--- src/design/lsog_pkg.sv ---
// Shared constants, types and helper functions of the laser scan occupancy grid.
package lsog_pkg;

   // Grid geometry
   localparam int GRID_DIM  = 300;
   localparam int GRID_HALF = GRID_DIM / 2;
   localparam int CELLS     = GRID_DIM * GRID_DIM;
   localparam int ADDR_W    = $clog2(CELLS);
   localparam int MAX_BEAMS = 1024;

   // Field widths
   localparam int BEAM_W  = 10;
   localparam int RANGE_W = 16;
   localparam int ROW_W   = 9;
   localparam int CELL_W  = 10;
   localparam int ANGLE_W = 16;
   localparam int COORD_W = 20;
   localparam int PROD_W  = 34;
   localparam int ACC_W   = 34;
   localparam int DIV_W   = 18;
   localparam int RD_W    = 2;

   // Beat layout of req_tdata, lowest bit first
   localparam int REQ_BEAM_LSB  = 0;
   localparam int REQ_RANGE_LSB = REQ_BEAM_LSB + BEAM_W;
   localparam int REQ_ROW_LSB   = REQ_RANGE_LSB + RANGE_W;
   localparam int REQ_COL_LSB   = REQ_ROW_LSB + ROW_W;
   localparam int REQ_DATA_W    = 48;
   localparam int RSP_DATA_W    = 8;

   // Opcodes carried in req_tuser
   localparam logic [1:0] OP_CLEAR  = 2'd0;
   localparam logic [1:0] OP_BEAM   = 2'd1;
   localparam logic [1:0] OP_READ   = 2'd2;
   localparam logic [1:0] OP_UNUSED = 2'd3;  // no action, no result

   // Cell states
   localparam logic [1:0] CELL_UNKNOWN = 2'd0;
   localparam logic [1:0] CELL_FREE    = 2'd1;
   localparam logic [1:0] CELL_OCC     = 2'd2;

   // Register indexes
   localparam logic [1:0] CSR_MAX_RANGE   = 2'd0;
   localparam logic [1:0] CSR_CELL_SIZE   = 2'd1;
   localparam logic [1:0] CSR_ANGLE_START = 2'd2;
   localparam logic [1:0] CSR_ANGLE_STEP  = 2'd3;

   // Datapath operations
   typedef enum logic [3:0] {
      DP_NOP, DP_CLEAR, DP_READ, DP_ANGLE, DP_FOLD, DP_SQ, DP_T1, DP_T2,
      DP_MAG, DP_FIN, DP_EMUL, DP_DSTART, DP_DWAIT, DP_WINIT, DP_WALK, DP_END
   } dp_op_type;

   typedef struct packed {
      dp_op_type op;
      logic      load;      // capture the accepted request beat
      logic      cos_pass;  // sine unit works on angle + quarter turn
      logic      axis_row;  // endpoint divide for row (else column)
   } dp_cmd_type;

   typedef struct packed {
      logic [1:0] opcode;      // opcode of the pending request beat
      logic       beam_ok;     // pending beam passes range and index checks
      logic       clear_last;  // clearing pass at last cell
      logic       div_done;
      logic       walk_more;   // ray point still short of the range
      logic       rsp_busy;    // result register or read still occupied
   } dp_status_type;

   function automatic logic in_grid(input logic signed [COORD_W-1:0] v);
      return !v[COORD_W-1] && (v < $signed(COORD_W'(GRID_DIM)));
   endfunction

   function automatic logic [ADDR_W-1:0] cell_addr(input logic [ROW_W-1:0] row,
                                                   input logic [ROW_W-1:0] col);
      return ADDR_W'(ADDR_W'(row) * ADDR_W'(GRID_DIM)) + ADDR_W'(col);
   endfunction

endpackage

--- src/design/lsog_ctrl.sv ---
// Controller state machine: sequences clear, read and ray-casting beam items.
module lsog_ctrl (
   input  logic                   clock,
   input  logic                   reset,
   input  logic                   req_tvalid,
   output logic                   req_tready,
   input  lsog_pkg::dp_status_type sts,
   output lsog_pkg::dp_cmd_type    cmd
);

   typedef enum logic [15:0] {
      ST_IDLE   = 16'b0000_0000_0000_0001,
      ST_CLEAR  = 16'b0000_0000_0000_0010,
      ST_READ   = 16'b0000_0000_0000_0100,
      ST_ANGLE  = 16'b0000_0000_0000_1000,
      ST_FOLD   = 16'b0000_0000_0001_0000,
      ST_SQ     = 16'b0000_0000_0010_0000,
      ST_T1     = 16'b0000_0000_0100_0000,
      ST_T2     = 16'b0000_0000_1000_0000,
      ST_MAG    = 16'b0000_0001_0000_0000,
      ST_FIN    = 16'b0000_0010_0000_0000,
      ST_EMUL   = 16'b0000_0100_0000_0000,
      ST_DSTART = 16'b0000_1000_0000_0000,
      ST_DWAIT  = 16'b0001_0000_0000_0000,
      ST_WINIT  = 16'b0010_0000_0000_0000,
      ST_WALK   = 16'b0100_0000_0000_0000,
      ST_END    = 16'b1000_0000_0000_0000
   } state_type;

   state_type state_ff, state_in;
   logic      cos_ff, cos_in;
   logic      axis_ff, axis_in;

   assign req_tready = (state_ff == ST_IDLE);

   // Next state and command decode
   always_comb begin
      state_in     = state_ff;
      cos_in       = cos_ff;
      axis_in      = axis_ff;
      cmd.op       = lsog_pkg::DP_NOP;
      cmd.load     = 1'b0;
      cmd.cos_pass = cos_ff;
      cmd.axis_row = axis_ff;
      unique case (state_ff)
         ST_IDLE: begin
            if (req_tvalid) begin
               cmd.load = 1'b1;
               if (sts.opcode == lsog_pkg::OP_CLEAR) begin
                  state_in = ST_CLEAR;
               end else if (sts.opcode == lsog_pkg::OP_READ) begin
                  state_in = ST_READ;
               end else if (sts.opcode == lsog_pkg::OP_BEAM && sts.beam_ok) begin
                  state_in = ST_ANGLE;
               end
            end
         end
         ST_CLEAR: begin
            cmd.op = lsog_pkg::DP_CLEAR;
            if (sts.clear_last) state_in = ST_IDLE;
         end
         ST_READ: begin
            if (!sts.rsp_busy) begin
               cmd.op   = lsog_pkg::DP_READ;
               state_in = ST_IDLE;
            end
         end
         ST_ANGLE: begin
            cmd.op   = lsog_pkg::DP_ANGLE;
            cos_in   = 1'b0;
            axis_in  = 1'b0;
            state_in = ST_FOLD;
         end
         ST_FOLD: begin
            cmd.op   = lsog_pkg::DP_FOLD;
            state_in = ST_SQ;
         end
         ST_SQ: begin
            cmd.op   = lsog_pkg::DP_SQ;
            state_in = ST_T1;
         end
         ST_T1: begin
            cmd.op   = lsog_pkg::DP_T1;
            state_in = ST_T2;
         end
         ST_T2: begin
            cmd.op   = lsog_pkg::DP_T2;
            state_in = ST_MAG;
         end
         ST_MAG: begin
            cmd.op   = lsog_pkg::DP_MAG;
            state_in = ST_FIN;
         end
         ST_FIN: begin
            cmd.op = lsog_pkg::DP_FIN;
            if (!cos_ff) begin
               cos_in   = 1'b1;
               state_in = ST_FOLD;
            end else begin
               state_in = ST_EMUL;
            end
         end
         ST_EMUL: begin
            cmd.op   = lsog_pkg::DP_EMUL;
            state_in = ST_DSTART;
         end
         ST_DSTART: begin
            cmd.op   = lsog_pkg::DP_DSTART;
            state_in = ST_DWAIT;
         end
         ST_DWAIT: begin
            cmd.op = lsog_pkg::DP_DWAIT;
            if (sts.div_done) begin
               if (!axis_ff) begin
                  axis_in  = 1'b1;
                  state_in = ST_EMUL;
               end else begin
                  state_in = ST_WINIT;
               end
            end
         end
         ST_WINIT: begin
            cmd.op   = lsog_pkg::DP_WINIT;
            state_in = ST_WALK;
         end
         ST_WALK: begin
            cmd.op = lsog_pkg::DP_WALK;
            if (!sts.walk_more) state_in = ST_END;
         end
         ST_END: begin
            cmd.op   = lsog_pkg::DP_END;
            state_in = ST_IDLE;
         end
         default: state_in = ST_IDLE;
      endcase
   end

   // State registers; reset starts the clearing pass
   always_ff @(posedge clock) begin
      if (reset) begin
         state_ff <= ST_CLEAR;
         cos_ff   <= 1'b0;
         axis_ff  <= 1'b0;
      end else begin
         state_ff <= state_in;
         cos_ff   <= cos_in;
         axis_ff  <= axis_in;
      end
   end

endmodule

--- config.mk ---
export PLATFORM = sky130hd
export DESIGN_NAME = lsog_ctrl
export DESIGN_NICKNAME = d
export VERILOG_FILES = /design/src/design/lsog_pkg.sv /design/src/design/lsog_ctrl.sv
export SDC_FILE = /design/constraint.sdc
export NUM_CORES = 1
export LEC_CHECK = 0
export ABC_CLOCK_PERIOD_IN_PS = 2300
export BUFFER_PORTS_ARGS = -buffer_cell sky130_fd_sc_hd__buf_2
export CAP_MARGIN = 20
export CORE_ASPECT_RATIO = 0.7
export CORE_UTILIZATION = 57
export DETAILED_ROUTE_END_ITERATION = 8
export PLACE_DENSITY = 0.79
export SLEW_MARGIN = 20
export SYNTH_ARGS = -nofsm -noshare
export SYNTH_HDL_FRONTEND = slang
export SYNTH_SLANG_ARGS = --single-unit
--- constraint.sdc ---
create_clock -name clock -period 2.3 [get_ports clock]
set_input_delay 0.46 -clock clock [delete_from_list [all_inputs] [get_ports clock]]
set_output_delay 0.46 -clock clock [all_outputs]
set_load 0.05 [all_outputs]
Yosys cells after proc, flatten, opt, wreduce, memory -nomap -nowiden
Cells that the tools add are included.
{ "classes": {"eq_ne": 24, "reduce_logical": 6, "n_mux": 18} }
{ "op_table": {"columns": ["operator", "count"], "rows": [
  ["$pmux W16 S15", 1],
  ["$mux W16", 8],
  ["$pmux W4 S15", 1],
  ["$eq A16 B1 Y1 const B", 1],
  ["$eq A16 B10 Y1 const B", 1],
  ["$eq A16 B11 Y1 const B", 1],
  ["$eq A16 B12 Y1 const B", 1],
  ["$eq A16 B13 Y1 const B", 1],
  ["$eq A16 B14 Y1 const B", 1],
  ["$eq A16 B15 Y1 const B", 1],
  ["$eq A16 B16 Y1 const B", 1],
  ["$eq A16 B2 Y1 const B", 1],
  ["$eq A16 B3 Y1 const B", 1],
  ["$eq A16 B4 Y1 const B", 1],
  ["$eq A16 B5 Y1 const B", 1],
  ["$eq A16 B6 Y1 const B", 1],
  ["$eq A16 B7 Y1 const B", 1],
  ["$eq A16 B8 Y1 const B", 1],
  ["$eq A16 B9 Y1 const B", 1],
  ["$mux W14", 1],
  ["$mux W11", 1],
  ["$ne A2 B2 Y1 const B", 5],
  ["$reduce_and A6 Y1", 1],
  ["$ne A4 B1 Y1 const B", 1],
  ["other kinds (9)", 13]
]} }
{ "word_totals": {"in_bits": 10, "reg_bits": 18, "output_inout_bits": 8} }

Depth between registers and ports, before layout
Gate-level depths: netlist (run 1).
{ "depth": {"depth_word": 7, "depth_mapped": 8, "depth_no_buf": 5} }

Worst setup path after synthesis (run 1)
Ideal clock, no wire load.
{ "synth_timing": {"kind": "register -> output", "startpoint": "register state_ff[5]", "endpoint": "output cmd[3] (netlist name)", "t_arrival_ps": 2130, "path_buffers": 2, "stages_incl_launch_ff": 7, "setup_slack_ps": -290, "path_cell_list": "dfxtp_1 > buf_4 > nor4_4 > and3_1 > clkbuf_1 > nand3_1 > o2111ai_1"} }
{ "synth_rtl": {"columns": ["item", "line", "source"], "rows": [
  ["from (decl)", "lsog_ctrl.sv:30", "state_type state_ff, state_in;"],
  ["from (signal assigned)", "lsog_ctrl.sv:145", "state_ff <= state_in;"],
  ["to (decl)", "lsog_ctrl.sv:8", "output lsog_pkg::dp_cmd_type cmd"]
]} }

==> results of run 1 <==
[synthesized netlist by cell type (2+ instances only)]
| cell type | n | share of area |
|---|---|---|
| sky130_fd_sc_hd__buf_4 | 6 | 0.033 |
| sky130_fd_sc_hd__nand4_1 | 7 | 0.032 |
| sky130_fd_sc_hd__clkbuf_1 | 3 | 0.0083 |
| sky130_fd_sc_hd__o22ai_1 | 2 | 0.0093 |
| sky130_fd_sc_hd__nand3_1 | 14 | 0.052 |
| sky130_fd_sc_hd__nor3_2 | 2 | 0.015 |
| sky130_fd_sc_hd__nor4_4 | 4 | 0.063 |
| sky130_fd_sc_hd__xor2_1 | 7 | 0.045 |
| sky130_fd_sc_hd__or4_4 | 2 | 0.017 |
| sky130_fd_sc_hd__nor2_1 | 8 | 0.022 |
| sky130_fd_sc_hd__buf_2 | 4 | 0.015 |
| sky130_fd_sc_hd__nor4_1 | 2 | 0.0093 |
| sky130_fd_sc_hd__nor2b_1 | 5 | 0.023 |
| sky130_fd_sc_hd__inv_1 | 3 | 0.0083 |
| sky130_fd_sc_hd__xnor2_1 | 3 | 0.019 |
| sky130_fd_sc_hd__and2_1 | 2 | 0.0093 |
| sky130_fd_sc_hd__o21ai_0 | 10 | 0.037 |
| sky130_fd_sc_hd__a21oi_1 | 5 | 0.019 |
| sky130_fd_sc_hd__buf_1 | 2 | 0.0056 |
| sky130_fd_sc_hd__nor4b_1 | 3 | 0.019 |
| sky130_fd_sc_hd__dfxtp_1 | 18 | 0.27 |
| sky130_fd_sc_hd__a31oi_1 | 4 | 0.019 |
| sky130_fd_sc_hd__nand2_1 | 9 | 0.025 |
| sky130_fd_sc_hd__buf_6 | 2 | 0.017 |
| sky130_fd_sc_hd__nand4b_1 | 3 | 0.019 |
| sky130_fd_sc_hd__and3_1 | 4 | 0.019 |
| sky130_fd_sc_hd__nor3_1 | 13 | 0.048 |
[power by group]
group / switching (mW) / internal (mW) / leakage, nW
Clock: 0.115 / 0.0969 / 0.0210
Sequential: 0.00492 / 0.315 / 0.149
Combinational: 0.118 / 0.0846 / 0.639
[kinds of logic after synthesis]
| kind of cell | Yosys count | share of synthesized area |
|---|---|---|
| xor+xnor | 10 | 0.0649 |
| simple gates | 84 | 0.408 |
| compound gates | 35 | 0.173 |
| flops | 18 | 0.267 |
| buf+inv | 20 | 0.0872 |
[cell type report]
| cell class | count | area, um2 | share of cell area |
|---|---|---|---|
| multi-input cells | 129 | 917 | 0.492 |
| inverters | 3 | 11.3 | 0.00604 |
| repair buffers | 63 | 490 | 0.263 |
| well taps | 32 | 40.0 | 0.0215 |
| flip-flops and latches | 18 | 370 | 0.199 |
| clock buffers | 4 | 36.3 | 0.0195 |
[repair_timing]
item                       4_1_cts  5_1_grt
buffers inserted                 6        8
pin swaps                        6        4
gates resized for setup         18       15
setup endpoints to repair        6        6
[cell usage in the layout, fill, tap and decap left out, types with 4 or more instances in the layout]
cell,n
sky130_fd_sc_hd__nand2_1,9
sky130_fd_sc_hd__buf_2,11
sky130_fd_sc_hd__nor2_1,8
sky130_fd_sc_hd__nand4_1,7
sky130_fd_sc_hd__nand3_1,14
sky130_fd_sc_hd__nor2b_1,5
sky130_fd_sc_hd__buf_4,44
sky130_fd_sc_hd__nor4_4,5
sky130_fd_sc_hd__buf_8,4
sky130_fd_sc_hd__dfxtp_1,12
sky130_fd_sc_hd__nor3_1,13
sky130_fd_sc_hd__a21oi_1,5
sky130_fd_sc_hd__a31oi_1,4
sky130_fd_sc_hd__buf_6,4
sky130_fd_sc_hd__xor2_1,7
sky130_fd_sc_hd__dfxtp_2,5
sky130_fd_sc_hd__o21ai_0,9
[per-layer routing]
metal  global-route usage  up-vias
li1                     -      722
met1                0.418      789
met2                0.547      162
met3                0.134       58
met4                0.191        0
met5                    0        -
[sequential cells by signal, summed over array words and instances (netlist names)]
signal	cells
axis_ff	1
cos_ff	1
state_ff	16
[critical path, stage by stage, from the launching register on]
cell and delay [ns]:
sky130_fd_sc_hd__dfxtp_1 0.36, sky130_fd_sc_hd__buf_4 0.17, sky130_fd_sc_hd__nor4b_1 0.57, sky130_fd_sc_hd__nand4_1 0.23, sky130_fd_sc_hd__o21ai_1 0.25, sky130_fd_sc_hd__a311o_2 0.18, sky130_fd_sc_hd__buf_8 0.15
[stage by stage]
step           hold WS, ns  cells  cell area, um2  power, mW
5_1_grt              0.389    249            1870      0.754
6_report             0.392    249            1870      0.734
2_1_floorplan        0.463    167            1360      0.427
3_3_place_gp         0.483    231            1620      0.482
4_1_cts              0.375    241            1760      0.704
3_5_place_dp         0.506    231            1620      0.488
[worst max-delay path by stage]
stage	endpoint	slack, ns	cells after the start
floorplan	cmd[3]	0.01	6
global placement	cmd[6]	0.03	5
detailed placement	cmd[3]	-0.03	6
CTS	cmd[4]	-0.24	5
global route	cmd[3]	-0.39	6
finish	cmd[4]	-0.39	6
==> flow_summary_export.csv, run 1 <==
group,metric,value,unit
detailed_routing,route.final.wire_length,5.25,mm
floorplanning,floorplan.die_area,2570,um2
pwr,leakagePower,0.809,nW
timing,finalSetupTns,-1.45,ns
grt,vias_in_the_first_global_route,1498,
timing,maxSlewViolCount,0,
synthesis,synth-edff-count,0,
synthesis,syn_avg_cell_area,8.08,um2
critical_path,critical_path.reg2reg.startpoint,"state_ff[4]$_SDFFE_PP0P_",
synthesis,ys_seq_area_frac,0.267,
critical_path,regToRegEndpoint,"state_ff[1]$_SDFFE_PP1P_",
detailed_routing,wl_met3,696,um
timing,period_utilization,1.17,
final_layout,n_fill_cell,112,
critical_path,end_kind,"output pin",
detailed_routing,drt_iter0_markers,277,
status,status,"finished, violations left",
clocking,clock_tree_from_tritoncts,"yes",
clocking,cts.reportedPaths.clkPinSlew,0.13,ns
clocking,clock-sinks,18,
synthesis,async_reset_ff_frac,0,
floorplanning,chipHeight,42.7,um
detailed_routing,route.detailed.vias_per_inst,6.95,
final_layout,final_core_utilization,0.852,
critical_path,ff2ff_path_depth,9,
placed_design,detailedPlace.worstSlack,-0.0345,ns
synthesis,ys_ff_latch,18,
status,failed_checks,"negative setup slack",
grt,maximum_number_of_pins_on_one_net_before_global_route_repair,18,
timing,crit_path_time_final,2.69,ns
clocking,cts-hold-fix-buffers,0,
grt,grt_antenna_before_repair,0,
grt,grtUsageTotal,0.354,
detailed_routing,postRouteAntennaNets,0,
critical_path,critPathKind,"reg2out",
clocking,clock_tree.root_cell,"sky130_fd_sc_hd__clkbuf_4",
synthesis,yosysUniqueCellTypes,47,
final_layout,final_nets,228,
placed_design,dp_hpwl,2.96,mm
timing,finalWorstSetupSlack,-0.394,ns
grt,grt_remaining_overflow,0,
final_layout,post_route_cells_drive_above_1_share,0.438,
detailed_routing,met2_length,2.25,mm
synthesis,synth_net_count,177,
timing,max-slew-margin-rel,0.595,
synthesis,synth_flop_cell,"sky130_fd_sc_hd__dfxtp_1",
floorplanning,initial_core_util,0.616,
critical_path,critical_path.max_fanout,5,
placed_design,port_buffers,17,
timing,final-hold-violation-count,0,
detailed_routing,dr.max_layer_used,"met4",
floorplanning,number_of_core_rows,14,
synthesis,post_synthesis_instance_area,1350,um2
detailed_routing,post-route-drc-count,0,
floorplanning,core-area,2190,um2
detailed_routing,wirelength_met1,1.90,mm
synthesis,yosysWarningCount,0,
critical_path,cp.required,1.84,ns
critical_path,cp-start-kind,"flop",
synthesis,postSynthCellCount,167,
job,max_cap_violations,0,
detailed_routing,dr_total_vias,1731,
floorplanning,floorplan.io_pins,18,
clocking,clock_tree.htree_level_count,1,
timing,max_slew.worst_pin.slew,0.599,ns
final_layout,antenna_cells_inserted,0,
pwr,pwr_density_cell,393,nW/um2
floorplanning,die_boundary_width,60.1,um
critical_path,cp_data_arrival_time,2.23,ns
timing,finClkSkew,0.0254,ns
worst_hold_path,hold_crit_depth,3,
detailed_routing,wl_per_cell,21.1,um
clocking,clock_latency,0.32,ns
pwr,ir_drop_worst_vdd,362,uV
timing,fmax,371,MHz
final_layout,syn2layout_area_growth,38.3,%
critical_path,critPathLaunch,"state_ff[3]$_SDFFE_PP0P_",
clocking,clock_tree.buffer_depth,2,
worst_hold_path,worstHoldStart,"sts[5]",
timing,unrepaired_setup_endpoints_after_global_routing,"yes",
detailed_routing,drt_pass1_iterations,6,
critical_path,setup.reg_to_reg.worst_slack,0.16,ns
placed_design,gpl.final_weighted_congestion,0.957,
timing,setup_viol,6,
clocking,cts_made_buffers,3,
worst_hold_path,min_to,"state_ff[3]$_SDFFE_PP0P_",
grt,grt_pass1_wl,6.64,mm
worst_hold_path,worst_hold_path_type,"in2reg",
(Power assumes the default switching activity.)
==> run 2: changes to the inputs <==
--- a/config.mk
+++ b/config.mk
@@ -5,13 +5,14 @@
 export SDC_FILE = /design/constraint.sdc
 export NUM_CORES = 1
 export LEC_CHECK = 0
-export ABC_CLOCK_PERIOD_IN_PS = 2300
+export ABC_AREA = 1
+export ABC_CLOCK_PERIOD_IN_PS = 2650
 export BUFFER_PORTS_ARGS = -buffer_cell sky130_fd_sc_hd__buf_2
-export CAP_MARGIN = 20
+export CAP_MARGIN = 40
 export CORE_ASPECT_RATIO = 0.7
-export CORE_UTILIZATION = 57
+export CORE_UTILIZATION = 56
 export DETAILED_ROUTE_END_ITERATION = 8
-export PLACE_DENSITY = 0.79
+export PLACE_DENSITY = 0.78
 export SLEW_MARGIN = 20
 export SYNTH_ARGS = -nofsm -noshare
 export SYNTH_HDL_FRONTEND = slang
==> constraint.sdc (replaced) <==
create_clock -name clock -period 2.65 [get_ports clock]
set_input_delay 0.53 -clock clock [delete_from_list [all_inputs] [get_ports clock]]
set_output_delay 0.53 -clock clock [all_outputs]
set_load 0.05 [all_outputs]
==> flow_summary_export.csv, run 2 <==
group,metric,value,unit
status,status,"finished, final reports clean",
clocking,clock_tree.buffer_depth,2,
clocking,cts-hold-fix-buffers,0,
timing,max_slew.worst_pin.slew,0.475,ns
pwr,p_sw_frac,0.529,
job,max_cap_violations,0,
timing,unrepaired_setup_endpoints_after_global_routing,"no",
synthesis,syn_avg_cell_area,6.16,um2
detailed_routing,drt_iter0_markers,75,
critical_path,crit_path_max_incr_delay,0.35,ns
pwr,pwr_density_cell,873,nW/um2
detailed_routing,drt_pass1_iterations,4,
floorplanning,initial_core_util,0.634,
clocking,clock-sinks,18,
critical_path,critPathKind,"reg2out",
synthesis,post_synthesis_instance_area,1260,um2
clocking,clock_tree_from_tritoncts,"yes",
grt,grt_antenna_before_repair,0,
floorplanning,core-area,1980,um2
synthesis,synthMostInstantiatedCell,"sky130_fd_sc_hd__nand2_1",
grt,vias_in_the_first_global_route,1085,
pwr,comb_power_share,0.574,
grt,maximum_number_of_pins_on_one_net_before_global_route_repair,15,
placed_design,port_buffers,17,
synthesis,ys_ff_latch,18,
floorplanning,chipHeight,41.6,um
timing,max-slew-margin-rel,0.683,
placed_design,dp_hpwl,2.27,mm
placed_design,post-place-cells,245,
timing,maxSlewViolCount,0,
synthesis,async_reset_ff_frac,0,
pwr,p_clk_frac,0.144,
final_layout,max_reg_flops,16,
timing,fmax,397,MHz
pwr,ir_drop_worst_vdd,643,uV
placed_design,gpl.final_weighted_congestion,0.955,
synthesis,postSynthCellCount,204,
grt,grt_pass1_wl,4.51,mm
detailed_routing,post-route-drc-count,0,
final_layout,post_route_cells_drive_above_1_share,0.201,
pwr,power_frac_seq,0.282,
grt,groute.layer.met2.usage,0.379,
pwr,leakagePower,0.782,nW
timing,holdWs,0.501,ns
detailed_routing,wl_per_cell,11.4,um
final_layout,antenna_cells_inserted,0,
final_layout,final_nets,230,
timing,final-hold-violation-count,0,
final_layout,top_regs,"state_ff x16, axis_ff x1, cos_ff x1",
synthesis,yosysTopAreaCell,"sky130_fd_sc_hd__dfxtp_1",
floorplanning,floorplan.io_pins,18,
synthesis,synth_flop_cell,"sky130_fd_sc_hd__dfxtp_1",
final_layout,n_fill_cell,190,
detailed_routing,route.detailed.vias_per_inst,5.12,
final_layout,design_area,1370,um2
floorplanning,die_boundary_width,58.6,um
synthesis,yosysUniqueCellTypes,24,
grt,globalRouteMet3Util,0.0717,
critical_path,critical_path.max_fanout,13,
synthesis,yosysWarningCount,0,
pwr,p_int,0.563,mW
timing,period_utilization,0.951,
clocking,clock_tree.htree_level_count,1,
critical_path,cp_data_arrival_time,1.99,ns
synthesis,ys_seq_area_frac,0.287,
clocking,clock_latency,0.30,ns
final_layout,mostFrequentLayoutCell,"sky130_fd_sc_hd__nand2_1",
timing,finalSetupTns,0,ns
critical_path,cp-start-kind,"flop",
final_layout,largest_register,"state_ff",
grt,grt_remaining_overflow,0,
grt,busiest_layer,"met2",
critical_path,critical-path-slowest-cell,"sky130_fd_sc_hd__dfxtp_1",
grt,grt.met1_usage,0.329,
worst_hold_path,worst_hold_path_type,"in2reg",
synthesis,synth_net_count,214,
floorplanning,number_of_core_rows,13,
detailed_routing,route.final.wire_length,2.83,mm
detailed_routing,postRouteAntennaNets,0,
final_layout,final_core_utilization,0.689,
final_layout,syn2layout_area_growth,8.76,%
clocking,cts.reportedPaths.clkPinSlew,0.11,ns
final_layout,layout.cells.most_common_list,"sky130_fd_sc_hd__nand2_1, sky130_fd_sc_hd__nor2_1, sky130_fd_sc_hd__inv_1",
clocking,cts_post_setup_buffers_inserted,0,
clocking,cts-resized-gates,0,
synthesis,synth-edff-count,0,
final_layout,finalNonFillerCells,249,
synthesis,synth_area_leaders,"sky130_fd_sc_hd__dfxtp_1, sky130_fd_sc_hd__nand2_1, sky130_fd_sc_hd__nor2_1",
placed_design,postPlaceCellArea,1330,um2
grt,grtUsageTotal,0.246,
critical_path,cp.required,2.12,ns
timing,crit_path_time_final,2.52,ns
synthesis,synth.cells.most_frequent,"sky130_fd_sc_hd__nand2_1, sky130_fd_sc_hd__nor2_1, sky130_fd_sc_hd__inv_1",
clocking,cts_made_buffers,3,
critical_path,end_kind,"output pin",
floorplanning,floorplan.die_area,2440,um2
timing,finClkSkew,0.00474,ns
pwr,net-switching-power,0.631,mW
synthesis,portion_of_synthesized_cell_area_occupied_by_the_leading_cell_type,0.287,
timing,setup_viol,0,
clocking,clock_tree.root_cell,"sky130_fd_sc_hd__clkbuf_4",
critical_path,path_cells,"nor2_2 -> nand2_2 -> nor2_4 -> nand2_1 -> o21ai_1 -> nor2_1 -> o2111ai_1 -> buf_2",
detailed_routing,dr_total_vias,1276,
==> run 2: changes by cell type after synthesis, moves of 7 or more <==
cell,change
sky130_fd_sc_hd__inv_1,+31
sky130_fd_sc_hd__nand2_1,+28
sky130_fd_sc_hd__nor2_1,+28
sky130_fd_sc_hd__o21ai_0,-8
sky130_fd_sc_hd__nand3_1,+7
sky130_fd_sc_hd__nor3_1,-7
sky130_fd_sc_hd__xor2_1,-7
==> run 2: logic make-up (layout without fill, tap and decap cells) <==
family	count (synthesis)	after routing	share of synthesized area
AND/OR/NAND/NOR	129	129	0.501
AO/OA/AOI/OAI	11	11	0.0547
buffers and inverters	46	61	0.158
flip-flops	18	18	0.287
==> run 2: worst max-delay path, delay by kind of cell, from the launching register on <==
family          cells  cell delay (ns)
buf+inv             1             0.29
simple gates        5             0.78
compound gates      2             0.27
flops               1             0.35
==> run 2: final cells by class <==
type                            count  area [um2]  area share
Sequential cell                    18         360       0.263
Inverter                           40         150       0.110
Multi-Input combinational cell    140         698       0.511
Tap cell                           30        37.5      0.0274
Clock buffer                        4        36.3      0.0265
Timing Repair Buffer               17        85.1      0.0622
==> run 2: power by group through the flow <==
stage	clock [mW]	sequential, mW	combinational [mW]
final	0.172	0.337	0.685
after global routing	0.188	0.342	0.749
after CTS	0.175	0.337	0.678
after detailed placement	0	0.343	0.674
after global placement	0	0.338	0.669
after floorplan	0	0.335	0.606
==> run 2: per-stage QoR <==
step	power, mW	setup slack (ns)
finish	1.19	0.129
global placement	1.01	0.590
CTS	1.19	0.146
detailed placement	1.02	0.490
floorplan	0.941	0.427
global route	1.28	0.0131
==> run 2: layer usage <==
metal	routed length, um	vias to the layer above
met3	167	6
met2	1250	46
met5	0	-
li1	-	666
met1	1390	558
met4	23	0
==> run 2: final timing paths <==
path                            slack (ns)                       from  cells after the start                        end
worst min-delay path                  0.50                      reset                      2        cos_ff$_SDFFE_PP0P_
worst max-delay path                  0.13   state_ff[3]$_SDFFE_PP0P_                      8                     cmd[4]
worst max register to register        0.84  state_ff[12]$_SDFFE_PP0P_                     11  state_ff[12]$_SDFFE_PP0P_
worst min register to register        0.51        cos_ff$_SDFFE_PP0P_                      2        cos_ff$_SDFFE_PP0P_
==> run 3: changes to the inputs <==
--- a/config.mk
+++ b/config.mk
@@ -5,14 +5,14 @@
 export SDC_FILE = /design/constraint.sdc
 export NUM_CORES = 1
 export LEC_CHECK = 0
-export ABC_AREA = 1
 export ABC_CLOCK_PERIOD_IN_PS = 2650
 export BUFFER_PORTS_ARGS = -buffer_cell sky130_fd_sc_hd__buf_2
 export CAP_MARGIN = 40
 export CORE_ASPECT_RATIO = 0.7
-export CORE_UTILIZATION = 56
+export CORE_MARGIN = 2
+export CORE_UTILIZATION = 57
 export DETAILED_ROUTE_END_ITERATION = 8
-export PLACE_DENSITY = 0.78
+export PLACE_DENSITY = 0.79
 export SLEW_MARGIN = 20
 export SYNTH_ARGS = -nofsm -noshare
 export SYNTH_HDL_FRONTEND = slang
==> flow_summary_export.csv, run 3 (synthesis results as in run 1) <==
group,metric,value,unit
status,status,"finished, violations left",
status,failed_checks,"negative setup slack",
critical_path,critical-path-slowest-cell,"sky130_fd_sc_hd__or3b_4",
floorplanning,die_boundary_width,62.1,um
timing,unrepaired_setup_endpoints_after_global_routing,"yes",
pwr,leakagePower,0.678,nW
clocking,cts.reportedPaths.clkPinSlew,0.12,ns
timing,crit_path_time_final,2.74,ns
timing,holdWs,0.445,ns
floorplanning,chipHeight,44.7,um
floorplanning,floorplan.die_area,2780,um2
critical_path,cp.required,2.12,ns
worst_hold_path,hold_crit_depth,2,
critical_path,critical_path.top_delay_family,"simple AND/OR/NAND/NOR gates",
pwr,pwr_density_cell,362,nW/um2
timing,max_slew.worst_pin.slew,0.609,ns
clocking,clock_tree.htree_level_count,1,
critical_path,critical_path.max_fanout,7,
grt,groute.layer.met2.usage,0.459,
timing,fmax,364,MHz
critical_path,regToRegEndpoint,"state_ff[6]$_SDFFE_PP0P_",
worst_hold_path,worstHoldStart,"sts[6]",
detailed_routing,post-route-drc-count,0,
critical_path,setup.reg_to_reg.worst_slack,0.28,ns
critical_path,path_cells,"nor4_4 -> nand4_1 -> or3b_4 -> o2111ai_2 -> buf_6",
detailed_routing,drt_iter0_markers,229,
final_layout,post_route_cells_drive_above_1_share,0.358,
final_layout,antenna_cells_inserted,0,
grt,busiest_layer,"met2",
clocking,clock_tree.root_cell,"sky130_fd_sc_hd__clkbuf_4",
clocking,clock-sinks,18,
clocking,clock_tree_from_tritoncts,"yes",
pwr,fin_total_pwr,0.594,mW
grt,grtUsageTotal,0.286,
placed_design,dp_hpwl,2.54,mm
detailed_routing,postRouteAntennaNets,0,
final_layout,n_fill_cell,160,
floorplanning,core-area,2190,um2
floorplanning,initial_core_util,0.616,
timing,max-slew-margin-rel,0.593,
final_layout,multi_input_comb_area,907,um2
detailed_routing,wl_per_cell,17.6,um
final_layout,ff_latch_area,372,um2
grt,grt_pass1_wl,6.15,mm
critical_path,cp-start-kind,"flop",
grt,grt.met1_usage,0.375,
critical_path,ff2ff_path_depth,6,
final_layout,finalNonFillerCells,225,
grt,vias_in_the_first_global_route,1332,
final_layout,layout.cells.most_common_list,"sky130_fd_sc_hd__buf_4, sky130_fd_sc_hd__nand3_1, sky130_fd_sc_hd__nor3_1, sky130_fd_sc_hd__dfxtp_1, sky130_fd_sc_hd__buf_2",
clocking,cts-hold-fix-buffers,0,
floorplanning,number_of_core_rows,14,
final_layout,final_core_utilization,0.750,
worst_hold_path,worst_hold_path_type,"in2reg",
critical_path,critPathKind,"reg2out",
job,max_cap_violations,0,
detailed_routing,route.detailed.vias_per_inst,6.56,
floorplanning,floorplan.io_pins,18,
timing,maxSlewViolCount,0,
clocking,cts_made_buffers,3,
critical_path,crit_path_max_incr_delay,0.47,ns
final_layout,syn2layout_area_growth,21.7,%
critical_path,critical_path.reg2reg.startpoint,"state_ff[12]$_SDFFE_PP0P_",
placed_design,port_buffers,17,
critical_path,worstPathBufferInverterCount,1,
detailed_routing,route.final.wire_length,3.97,mm
grt,grt_remaining_overflow,0,
detailed_routing,drt_pass1_iterations,5,
critical_path,end_kind,"output pin",
worst_hold_path,min_to,"state_ff[1]$_SDFFE_PP1P_",
final_layout,top_regs,"state_ff x16, axis_ff x1, cos_ff x1",
grt,globalRouteMet3Util,0.0748,
timing,setup_viol,1,
timing,final-hold-violation-count,0,
timing,finalSetupTns,-0.0946,ns
final_layout,final_nets,204,
placed_design,post-place-cells,209,
placed_design,gpl.final_weighted_congestion,0.927,
timing,finClkSkew,0.0134,ns
timing,finalWorstSetupSlack,-0.0946,ns
final_layout,mostFrequentLayoutCell,"sky130_fd_sc_hd__buf_4",
grt,maximum_number_of_pins_on_one_net_before_global_route_repair,18,
detailed_routing,dr_total_vias,1476,
critical_path,critPathLaunch,"state_ff[1]$_SDFFE_PP1P_",
grt,grt_antenna_before_repair,0,
clocking,clock_tree.buffer_depth,2,
clocking,clock_latency,0.31,ns
critical_path,cp_data_arrival_time,2.21,ns
pwr,ir_drop_worst_vdd,273,uV
final_layout,largest_register,"state_ff",
final_layout,max_reg_flops,16,
timing,period_utilization,1.04,
run 3: cell count changes in the layout (fill, tap and decap cells not counted), moves of 7 or more:
cell	before	now
sky130_fd_sc_hd__inv_1	34	3
sky130_fd_sc_hd__nand2_1	37	8
sky130_fd_sc_hd__nor2_1	36	8
sky130_fd_sc_hd__buf_4	0	22
sky130_fd_sc_hd__o21ai_0	2	10
sky130_fd_sc_hd__nand3_1	21	14
sky130_fd_sc_hd__nor3_1	6	13
sky130_fd_sc_hd__xor2_1	0	7
run 3: layer usage:
metal / part of all wire / wire, um
met1: 0.41 / 1630
met5: 0 / 0
met4: 0.020 / 80
met2: 0.46 / 1820
met3: 0.11 / 438
run 3: power breakdown:
group | switching [mW] | internal (mW) | leakage (nW)
clock network | 0.0937 | 0.0838 | 0.0210
registers | 0.00863 | 0.273 | 0.148
logic | 0.0843 | 0.0505 | 0.508
run 3: area by class of cell:
type / count / share of cell area
timing repair buffer: 39 / 0.168
sequential: 18 / 0.226
tap: 32 / 0.0244
clock buffer: 4 / 0.0221
inverter: 3 / 0.00686
multi-input combinational: 129 / 0.553
run 3: worst max path at each step:
stage / slack [ns] / end / depth (start not counted)
after global routing: -0.12 / cmd[3] / 5
after detailed placement: 0.15 / cmd[6] / 5
final: -0.09 / cmd[3] / 5
after global placement: 0.18 / cmd[4] / 5
after floorplan: 0.09 / cmd[4] / 5
after CTS: 0.001 / cmd[4] / 5
run 3: what timing repair did:
action	in CTS	in global routing
gates cloned	0	0
setup buffers	7	5
resized for setup	12	12
pin swaps	7	8
setup endpoints to repair	5	5
run 3: through the flow:
step,setup slack [ns],instance area [um2]
after floorplan,0.0911,1360
after global placement,0.179,1450
after detailed placement,0.153,1450
after CTS,0.00122,1570
after global routing,-0.122,1640
final,-0.0946,1640
